[src/rtl/quintic_trajectory_generator_top_assert.svh]
// Assertion macros for the quintic trajectory generator.
// No dependencies; included by the top level, the only file that carries concurrent assertions.
`ifndef QUINTIC_TRAJECTORY_GENERATOR_TOP_ASSERT_SVH
`define QUINTIC_TRAJECTORY_GENERATOR_TOP_ASSERT_SVH

// Same-cycle implication, disabled during reset.
`define QTG_ASSERT_IMP(name, clk, rst_n, ante, cons) \
    name: assert property (@(posedge clk) disable iff (!rst_n) (ante) |-> (cons)) \
        else $error("qtg: assertion failed");

// Next-cycle implication, disabled during reset.
`define QTG_ASSERT_NXT(name, clk, rst_n, ante, cons) \
    name: assert property (@(posedge clk) disable iff (!rst_n) (ante) |=> (cons)) \
        else $error("qtg: assertion failed");

`endif

[src/rtl/qtg_pkg.sv]
// Shared types, constants and the microprogram of the quintic trajectory generator.
// No dependencies; used by qtg_cfg_if, qtg_alu and the top level.
package qtg_pkg;

    localparam int VAL_W      = 60;
    localparam int DIV_W      = 87;
    localparam int DIV_STEPS  = 87;
    localparam int S_W        = 31;
    localparam int PC_W       = 7;
    localparam int CFG_IDX_W  = 3;

    typedef logic signed [VAL_W-1:0] val_t;

    // 2^58, the clamp limit of every intermediate
    localparam logic [58:0] VMAX_MAG = 59'd288230376151711744;

    localparam logic [1:0] OPER_TICK   = 2'd0;
    localparam logic [1:0] OPER_PLAN   = 2'd1;
    localparam logic [1:0] OPER_CANCEL = 2'd2;

    localparam logic [31:0] SAMPLE_PERIOD_RESET = 32'd268435;
    localparam logic [31:0] MOVE_DURATION_RESET = 32'd268435456;

    localparam logic [PC_W-1:0] PLAN_START = 7'd0;
    localparam logic [PC_W-1:0] EVAL_START = 7'd43;

    typedef enum logic [CFG_IDX_W-1:0] {
        REG_SAMPLE_PERIOD,
        REG_MOVE_DURATION,
        REG_START_POSITION,
        REG_START_VELOCITY,
        REG_START_ACCEL,
        REG_END_POSITION,
        REG_END_VELOCITY,
        REG_END_ACCEL
    } cfg_idx_t;

    typedef enum logic [2:0] {
        OP_MAC,
        OP_MULS,
        OP_HALF,
        OP_DIV,
        OP_ST
    } op_t;

    typedef enum logic [3:0] {
        SRC_ACC,
        SRC_COEF,
        SRC_D1,
        SRC_D2,
        SRC_D3,
        SRC_H3,
        SRC_SP,
        SRC_SV,
        SRC_SA,
        SRC_EP,
        SRC_EV,
        SRC_EA
    } src_t;

    typedef enum logic [3:0] {
        DST_NONE,
        DST_COEF,
        DST_D1,
        DST_D2,
        DST_D3,
        DST_H3,
        DST_POS,
        DST_VEL,
        DST_ACC
    } dst_t;

    // Multiply by dur (B_T) or normalized time (B_S); divide by dur
    typedef enum logic {
        B_T,
        B_S
    } bsel_t;

    typedef struct packed {
        op_t               op;
        src_t              src;
        dst_t              dst;
        logic [2:0]        idx;
        logic signed [5:0] k;
        logic              clr;
        bsel_t             bsel;
        logic              last;
    } uop_t;

    typedef struct packed {
        logic              start;
        op_t               op;
        logic signed [5:0] k;
        logic              clr;
        bsel_t             bsel;
    } alu_cmd_t;

    typedef struct packed {
        logic busy;
        logic done;
    } alu_stat_t;

    function automatic val_t clamp_val(logic signed [67:0] x);
        logic signed [67:0] lim;
        lim = 68'({9'b0, VMAX_MAG});
        if (x > lim) begin
            return val_t'(lim);
        end
        if (x < -lim) begin
            return val_t'(-lim);
        end
        return val_t'(x);
    endfunction

    function automatic val_t apply_sign(logic neg, logic [58:0] mag);
        val_t v;
        v = val_t'({1'b0, mag});
        return neg ? -v : v;
    endfunction

    function automatic val_t sx32(logic [31:0] x);
        return val_t'($signed(x));
    endfunction

    function automatic logic [31:0] sat32(val_t x);
        if (x > val_t'(32'sh7fffffff)) begin
            return 32'h7fffffff;
        end
        if (x < val_t'(-33'sh80000000)) begin
            return 32'h80000000;
        end
        return x[31:0];
    endfunction

    function automatic uop_t mk(op_t op, src_t src, logic [2:0] idx, logic signed [5:0] k,
                                logic clr, bsel_t bsel, dst_t dst, logic last);
        uop_t u;
        u.op   = op;
        u.src  = src;
        u.dst  = dst;
        u.idx  = idx;
        u.k    = k;
        u.clr  = clr;
        u.bsel = bsel;
        u.last = last;
        return u;
    endfunction

    function automatic uop_t mac(src_t src, logic [2:0] idx, logic signed [5:0] k, logic clr);
        return mk(OP_MAC, src, idx, k, clr, B_T, DST_NONE, 1'b0);
    endfunction

    function automatic uop_t muls(bsel_t b);
        return mk(OP_MULS, SRC_ACC, 3'd0, 6'sd0, 1'b0, b, DST_NONE, 1'b0);
    endfunction

    function automatic uop_t half_op();
        return mk(OP_HALF, SRC_ACC, 3'd0, 6'sd0, 1'b0, B_T, DST_NONE, 1'b0);
    endfunction

    function automatic uop_t div_op(bsel_t b);
        return mk(OP_DIV, SRC_ACC, 3'd0, 6'sd0, 1'b0, b, DST_NONE, 1'b0);
    endfunction

    function automatic uop_t st_op(dst_t d, logic [2:0] idx, logic last);
        return mk(OP_ST, SRC_ACC, idx, 6'sd0, 1'b0, B_T, d, last);
    endfunction

    // Plan at PLAN_START, tick evaluation at EVAL_START
    function automatic uop_t uop_at(logic [PC_W-1:0] pc);
        uop_t u;
        u = st_op(DST_NONE, 3'd0, 1'b1);
        case (pc)
            // a0, a1, a2
            7'd0:  u = mac(SRC_SP, 3'd0, 6'sd1, 1'b1);
            7'd1:  u = st_op(DST_COEF, 3'd0, 1'b0);
            7'd2:  u = mac(SRC_SV, 3'd0, 6'sd1, 1'b1);
            7'd3:  u = muls(B_T);
            7'd4:  u = st_op(DST_COEF, 3'd1, 1'b0);
            7'd5:  u = mac(SRC_SA, 3'd0, 6'sd1, 1'b1);
            7'd6:  u = muls(B_T);
            7'd7:  u = muls(B_T);
            7'd8:  u = half_op();
            7'd9:  u = st_op(DST_COEF, 3'd2, 1'b0);
            // d1
            7'd10: u = mac(SRC_COEF, 3'd0, 6'sd1, 1'b1);
            7'd11: u = mac(SRC_COEF, 3'd1, 6'sd1, 1'b0);
            7'd12: u = mac(SRC_COEF, 3'd2, 6'sd1, 1'b0);
            7'd13: u = mac(SRC_ACC, 3'd0, -6'sd1, 1'b1);
            7'd14: u = mac(SRC_EP, 3'd0, 6'sd1, 1'b0);
            7'd15: u = st_op(DST_D1, 3'd0, 1'b0);
            // d2
            7'd16: u = mac(SRC_COEF, 3'd1, 6'sd1, 1'b1);
            7'd17: u = mac(SRC_COEF, 3'd2, 6'sd2, 1'b0);
            7'd18: u = mac(SRC_ACC, 3'd0, -6'sd1, 1'b1);
            7'd19: u = st_op(DST_D2, 3'd0, 1'b0);
            7'd20: u = mac(SRC_EV, 3'd0, 6'sd1, 1'b1);
            7'd21: u = muls(B_T);
            7'd22: u = mac(SRC_D2, 3'd0, 6'sd1, 1'b0);
            7'd23: u = st_op(DST_D2, 3'd0, 1'b0);
            // d3 and its half
            7'd24: u = mac(SRC_EA, 3'd0, 6'sd1, 1'b1);
            7'd25: u = muls(B_T);
            7'd26: u = muls(B_T);
            7'd27: u = mac(SRC_COEF, 3'd2, -6'sd2, 1'b0);
            7'd28: u = st_op(DST_D3, 3'd0, 1'b0);
            7'd29: u = half_op();
            7'd30: u = st_op(DST_H3, 3'd0, 1'b0);
            // a3, a4, a5
            7'd31: u = mac(SRC_D1, 3'd0, 6'sd10, 1'b1);
            7'd32: u = mac(SRC_D2, 3'd0, -6'sd4, 1'b0);
            7'd33: u = mac(SRC_H3, 3'd0, 6'sd1, 1'b0);
            7'd34: u = st_op(DST_COEF, 3'd3, 1'b0);
            7'd35: u = mac(SRC_D1, 3'd0, -6'sd15, 1'b1);
            7'd36: u = mac(SRC_D2, 3'd0, 6'sd7, 1'b0);
            7'd37: u = mac(SRC_D3, 3'd0, -6'sd1, 1'b0);
            7'd38: u = st_op(DST_COEF, 3'd4, 1'b0);
            7'd39: u = mac(SRC_D1, 3'd0, 6'sd6, 1'b1);
            7'd40: u = mac(SRC_D2, 3'd0, -6'sd3, 1'b0);
            7'd41: u = mac(SRC_H3, 3'd0, 6'sd1, 1'b0);
            7'd42: u = st_op(DST_COEF, 3'd5, 1'b1);
            // normalized time, then position
            7'd43: u = div_op(B_S);
            7'd44: u = mac(SRC_COEF, 3'd5, 6'sd1, 1'b1);
            7'd45: u = muls(B_S);
            7'd46: u = mac(SRC_COEF, 3'd4, 6'sd1, 1'b0);
            7'd47: u = muls(B_S);
            7'd48: u = mac(SRC_COEF, 3'd3, 6'sd1, 1'b0);
            7'd49: u = muls(B_S);
            7'd50: u = mac(SRC_COEF, 3'd2, 6'sd1, 1'b0);
            7'd51: u = muls(B_S);
            7'd52: u = mac(SRC_COEF, 3'd1, 6'sd1, 1'b0);
            7'd53: u = muls(B_S);
            7'd54: u = mac(SRC_COEF, 3'd0, 6'sd1, 1'b0);
            7'd55: u = st_op(DST_POS, 3'd0, 1'b0);
            // velocity
            7'd56: u = mac(SRC_COEF, 3'd5, 6'sd5, 1'b1);
            7'd57: u = muls(B_S);
            7'd58: u = mac(SRC_COEF, 3'd4, 6'sd4, 1'b0);
            7'd59: u = muls(B_S);
            7'd60: u = mac(SRC_COEF, 3'd3, 6'sd3, 1'b0);
            7'd61: u = muls(B_S);
            7'd62: u = mac(SRC_COEF, 3'd2, 6'sd2, 1'b0);
            7'd63: u = muls(B_S);
            7'd64: u = mac(SRC_COEF, 3'd1, 6'sd1, 1'b0);
            7'd65: u = div_op(B_T);
            7'd66: u = st_op(DST_VEL, 3'd0, 1'b0);
            // acceleration
            7'd67: u = mac(SRC_COEF, 3'd5, 6'sd20, 1'b1);
            7'd68: u = muls(B_S);
            7'd69: u = mac(SRC_COEF, 3'd4, 6'sd12, 1'b0);
            7'd70: u = muls(B_S);
            7'd71: u = mac(SRC_COEF, 3'd3, 6'sd6, 1'b0);
            7'd72: u = muls(B_S);
            7'd73: u = mac(SRC_COEF, 3'd2, 6'sd2, 1'b0);
            7'd74: u = div_op(B_T);
            7'd75: u = div_op(B_T);
            7'd76: u = st_op(DST_ACC, 3'd0, 1'b1);
            default: u = st_op(DST_NONE, 3'd0, 1'b1);
        endcase
        return u;
    endfunction

endpackage

[src/rtl/qtg_alu.sv]
// Shared arithmetic unit: clamped multiply-add, halving, fixed-point multiply
// (two 32x32 passes) and a bit-serial restoring divider. Depends on qtg_pkg.
module qtg_alu (
    input  logic                 clk,
    input  logic                 rst_n,
    input  qtg_pkg::alu_cmd_t    cmd,
    input  qtg_pkg::val_t        opnd,
    input  logic [31:0]          dur,
    input  logic [31:0]          elapsed,
    output qtg_pkg::val_t        acc,
    output qtg_pkg::alu_stat_t   stat
);

    qtg_pkg::val_t              acc_reg;
    logic [qtg_pkg::S_W-1:0]    s_reg;
    logic [35:0]                lo_reg;
    logic [qtg_pkg::DIV_W-1:0]  num_reg;
    logic [31:0]                rem_reg;
    logic [6:0]                 cnt_reg;
    logic                       busy_reg;
    qtg_pkg::op_t               op_reg;
    qtg_pkg::bsel_t             bsel_reg;

    logic signed [65:0]         mac_prod;
    qtg_pkg::val_t              mac_term;
    logic signed [60:0]         mac_sum;
    qtg_pkg::val_t              mac_res;
    qtg_pkg::val_t              half_tmp;
    qtg_pkg::val_t              neg_acc;
    logic [58:0]                m_abs;
    qtg_pkg::bsel_t             mul_bsel;
    logic [31:0]                mul_a;
    logic [31:0]                b_val;
    logic [63:0]                mul_prod;
    logic [35:0]                lo_val;
    logic [63:0]                hi_sh;
    logic [63:0]                mul_sum;
    logic [58:0]                mul_mag;
    logic [32:0]                rem_sh;
    logic [32:0]                rem_diff;
    logic                       ge;
    logic [31:0]                rem_next;
    logic [qtg_pkg::DIV_W-1:0]  quo;
    logic [58:0]                div_mag;
    logic                       div_last;

    assign mac_prod = 66'(opnd) * 66'($signed(cmd.k));
    assign mac_term = qtg_pkg::clamp_val(68'(mac_prod));
    assign mac_sum  = 61'(cmd.clr ? qtg_pkg::val_t'(0) : acc_reg) + 61'(mac_term);
    assign mac_res  = qtg_pkg::clamp_val(68'(mac_sum));

    // halve with truncation toward zero
    assign half_tmp = acc_reg + qtg_pkg::val_t'({1'b0, acc_reg[qtg_pkg::VAL_W-1]});

    assign neg_acc = -acc_reg;
    assign m_abs   = acc_reg[qtg_pkg::VAL_W-1] ? neg_acc[58:0] : acc_reg[58:0];

    // low half of the magnitude on the issue cycle, high half on the next
    assign mul_bsel = busy_reg ? bsel_reg : cmd.bsel;
    assign mul_a    = busy_reg ? {5'b0, m_abs[58:32]} : m_abs[31:0];
    assign b_val    = (mul_bsel == qtg_pkg::B_S) ? {1'b0, s_reg} : dur;
    assign mul_prod = mul_a * b_val;
    assign lo_val   = (cmd.bsel == qtg_pkg::B_S) ? 36'(mul_prod >> 30) : 36'(mul_prod >> 28);
    assign hi_sh    = (bsel_reg == qtg_pkg::B_S) ? (mul_prod << 2) : (mul_prod << 4);
    assign mul_sum  = hi_sh + 64'(lo_reg);
    assign mul_mag  = (mul_sum > {5'b0, qtg_pkg::VMAX_MAG}) ? qtg_pkg::VMAX_MAG
                                                              : mul_sum[58:0];

    assign rem_sh   = {rem_reg, num_reg[qtg_pkg::DIV_W-1]};
    assign rem_diff = rem_sh - {1'b0, dur};
    assign ge       = (rem_sh >= {1'b0, dur});
    assign rem_next = ge ? rem_diff[31:0] : rem_sh[31:0];
    assign quo      = {num_reg[qtg_pkg::DIV_W-2:0], ge};
    assign div_mag  = (quo > {28'b0, qtg_pkg::VMAX_MAG}) ? qtg_pkg::VMAX_MAG : quo[58:0];
    assign div_last = (cnt_reg == 7'(qtg_pkg::DIV_STEPS - 1));

    assign acc       = acc_reg;
    assign stat.busy = busy_reg;
    assign stat.done = (cmd.start && (cmd.op != qtg_pkg::OP_MULS)
                                  && (cmd.op != qtg_pkg::OP_DIV))
                     || (busy_reg && ((op_reg == qtg_pkg::OP_MULS) || div_last));

    always_ff @(posedge clk or negedge rst_n)
    begin
        if (!rst_n)
        begin
            busy_reg <= 1'b0;
            cnt_reg  <= '0;
            op_reg   <= qtg_pkg::OP_MAC;
            bsel_reg <= qtg_pkg::B_T;
        end
        else if (cmd.start)
        begin
            if ((cmd.op == qtg_pkg::OP_MULS) || (cmd.op == qtg_pkg::OP_DIV))
            begin
                busy_reg <= 1'b1;
                op_reg   <= cmd.op;
                bsel_reg <= cmd.bsel;
                cnt_reg  <= '0;
            end
        end
        else if (busy_reg)
        begin
            cnt_reg <= cnt_reg + 7'd1;
            if ((op_reg == qtg_pkg::OP_MULS) || div_last)
            begin
                busy_reg <= 1'b0;
            end
        end
    end

    always_ff @(posedge clk)
    begin
        if (cmd.start)
        begin
            case (cmd.op)
                qtg_pkg::OP_MAC:  acc_reg <= mac_res;
                qtg_pkg::OP_HALF: acc_reg <= half_tmp >>> 1;
                qtg_pkg::OP_MULS: lo_reg  <= lo_val;
                qtg_pkg::OP_DIV:
                begin
                    if (cmd.bsel == qtg_pkg::B_S)
                    begin
                        num_reg <= {25'b0, elapsed, 30'b0};
                    end
                    else
                    begin
                        num_reg <= {m_abs, 28'b0};
                    end
                    rem_reg <= '0;
                end
                default: ;
            endcase
        end
        else if (busy_reg)
        begin
            case (op_reg)
                qtg_pkg::OP_MULS:
                begin
                    acc_reg <= qtg_pkg::apply_sign(acc_reg[qtg_pkg::VAL_W-1], mul_mag);
                end
                qtg_pkg::OP_DIV:
                begin
                    num_reg <= quo;
                    rem_reg <= rem_next;
                    if (div_last)
                    begin
                        if (bsel_reg == qtg_pkg::B_S)
                        begin
                            s_reg <= quo[qtg_pkg::S_W-1:0];
                        end
                        else
                        begin
                            acc_reg <= qtg_pkg::apply_sign(acc_reg[qtg_pkg::VAL_W-1],
                                                           div_mag);
                        end
                    end
                end
                default: ;
            endcase
        end
    end

endmodule

[config.mk]
export PLATFORM = sky130hd
export DESIGN_NAME = qtg_alu
export DESIGN_NICKNAME = d
export VERILOG_FILES = /design/src/rtl/quintic_trajectory_generator_top_assert.svh /design/src/rtl/qtg_pkg.sv /design/src/rtl/qtg_alu.sv
export SDC_FILE = /design/constraint.sdc
export NUM_CORES = 2
export LEC_CHECK = 0
export ABC_AREA = 1
export BUFFER_PORTS_ARGS = -buffer_cell sky130_fd_sc_hd__buf_2
export CORE_UTILIZATION = 40
export CTS_CLUSTER_SIZE = 12
export DETAILED_ROUTE_END_ITERATION = 6
export PLACE_DENSITY = 0.52
export SKIP_CTS_REPAIR_TIMING = 1
export SLEW_MARGIN = 40
export SYNTH_ARGS = -nofsm -noshare
export SYNTH_HDL_FRONTEND = slang
export SYNTH_SLANG_ARGS = --single-unit
[constraint.sdc]
create_clock -name clk -period 36 [get_ports clk]
set_clock_uncertainty 0.15 [all_clocks]
set_input_delay 3.6 -clock clk [delete_from_list [all_inputs] [get_ports clk]]
set_output_delay 3.6 -clock clk [all_outputs]
set_load 0.03 [all_outputs]
==> results.toml <==
[synth]
synth.area.top_cells = "fa_1 30%, nand2_1 13%, inv_1 10%, edfxtp_1 9.6%, ha_1 8.5%"
synthAdderAreaFrac = 0.382
synth_edf_count = 246
yosys-top-cells-count = "2596 x nand2_1, 2136 x inv_1, 1346 x nor2_1, 1141 x fa_1, 524 x ha_1"
syn_nets = 12800
synth_top_cell_by_area = "fa_1"
synth_top_area_frac = 0.296
synth_top_family_by_area = "adder cells"
synth_cell_type_count = 70
ys_seq_area_frac = 0.0998
synth_compound_area_frac = 0.0906
synth_simple_gate_area_frac = 0.270
synthCells = 11000
synth-xor-area-share = 0.0306
ys.flop_type = "edfxtp_1"
synth.avg_cell_area_um2 = 7.01
synthArstFlopShare = 0.0465
synthesis.area_um2 = 77000
ys_ff_latch = 258
ys.warnings.count = 0
synth.most_common_cell = "nand2_1"
yosys-mux-area-fraction = 0

[floorplan]
die_y_um = 441
io_pins = 200
coreArea_um2 = 191000
die_area_um2 = 194000
start_util = 0.404
die_w_um = 441
rows = 160

[worst_setup_path]
cp.required_ns = 36.34
rr_startpoint = "acc[1]$_DFFE_PP_"
end_kind = "flop"
reg2reg_to = "acc[58]$_DFFE_PP_"
path_class = "reg2reg"
max_stage_delay_ns = 0.69
crit_slowest_cell = "nor3_1"
arrival_ns = 18.41
crit_fanout = 33
worst_setup_path_start_kind = "flop"
rrSetupSlack_ns = 17.93
r2r_cells = 73

[global_route]
grt_pass1_wl_um = 505000
grt_overflow = 0
grt_pass1_vias = 76100
antenna_found_initial = 7
track_usage = 0.354
grt_max_degree = 126

[placement]
hpwl_um = 287000
dp.cells = 13500
portBuffers = 199
gp_congestion = 1.03

[final_layout]
area_delta_synth_final_pct = 6.29
largest_reg_flops = 87
fin_util = 0.429
drive_above_1_share = 0.0686
stdcell_count = 13500
nets = 12800
multiInputGateArea_um2 = 59800
n_fill_cell = 20300
seq_area_um2 = 7690

[clock_network]
clock_path_buffers = 3
clock_latency_ns = 0.66
cts_root_buf = "clkbuf_16"
htreeDepth = 1
cts_buffers = 31
clk_pin_slew_ns = 0.07
clock-sinks = 258
tritoncts = "yes"

[sta]
finalCritPeriodShare = 0.502
setup_viol = 0
post-route-min-period_ns = 18.07
drv_slew = 0
rsz0062_at_grt = "false"
fmax_mhz = 55.3
setup-tns-final_ns = 0
whs_ns = 0.310
tightest_slew_ns = 0.965
finalHoldViolations = 0
maxSlewHeadroom = 0.355

[drt]
drt_iter0_drc = 5885
via_per_inst = 5.48
dr.pass1.iters = 6
wl_per_cell_um = 25.5
totalWireLength_um = 344000
ant_nets = 0
vias = 74000
drt_drc_violations_left = 0

[flow_run]
cap_violations = 0

[min_path]
min_from = "op_reg[0]$_DFFE_PN0P_"
whs_endpoint = "op_reg[0]$_DFFE_PN0P_"
hp-class = "reg2reg"
whs_path_depth = 2

[status]
status = "finished, final reports clean"
==> worst max-delay path, delay by kind of cell, from the launching register on <==
kind | cells | cell delay (ns)
compound gates | 7 | 1.11
xor+xnor | 3 | 1.57
fa+ha+maj | 11 | 5.19
buf+inv | 10 | 1.69
flops | 1 | 0.58
simple gates | 42 | 7.51
==> per-layer routing <==
metal / global-route usage / wire [µm]
met5: 0 / 45
met4: 0.247 / 29200
met1: 0.417 / 130000
met2: 0.597 / 164000
met3: 0.0443 / 21400
==> per-stage QoR <==
stage / instance area, µm² / setup slack, ns
after floorplan: 77000 / 21.09
after global placement: 80700 / 17.56
after detailed placement: 80900 / 17.81
after CTS: 81900 / 18.28
after global routing: 81900 / 16.89
final: 81900 / 17.93
==> kinds of logic (layout without fill, tap and decap cells) <==
| logic type | Yosys count | in the layout |
|---|---|---|
| simple gates | 4967 | 4967 |
| buf+inv | 2577 | 2579 |
| fa+ha+maj | 1665 | 1665 |
| compound gates | 1256 | 1256 |
| xor+xnor | 269 | 269 |
| flops | 258 | 258 |
| other cells | 0 | 6 |
==> worst max path at each step <==
stage / from / endpoint / slack [ns] / depth (start not counted)
final: acc[1]$_DFFE_PP_ / acc[58]$_DFFE_PP_ / 17.93 / 73
after global routing: acc[1]$_DFFE_PP_ / acc[36]$_DFFE_PP_ / 16.89 / 76
after CTS: acc[1]$_DFFE_PP_ / acc[58]$_DFFE_PP_ / 18.28 / 73
after detailed placement: cmd[6] / acc[48]$_DFFE_PP_ / 17.81 / 52
after global placement: cmd[0] / acc[58]$_DFFE_PP_ / 17.56 / 58
after floorplan: cmd[0] / acc[24]$_DFFE_PP_ / 21.09 / 69
==> cell usage in the layout, fill, tap and decap left out, drive strengths merged, types with 44 or more instances in the layout <==
cell type  synthesis  layout
nand3            438     438
nand4            130     130
clkinv            32      44
a31oi             60      60
nor4              59      59
nor3             114     114
nand2           2652    2652
ha               524     524
or2               92      92
buf               83     327
xnor2            104     104
a21oi            443     443
nor2            1437    1437
inv             2167    2171
fa              1141    1141
edfxtp           246     246
o21ai            555     555
xor2             165     165
==> cell type report <==
cell class,count,share of cell area
antenna,6,0.000183
clock buffer,33,0.00956
clock inverter,20,0.00237
inverter,2199,0.101
multi-input combinational,8157,0.730
sequential,258,0.0939
tap,2511,0.0384
timing repair buffer,327,0.0246
Power is not shown: default switching activity piles up to over one toggle a cycle in this logic, so the estimate is an artifact.
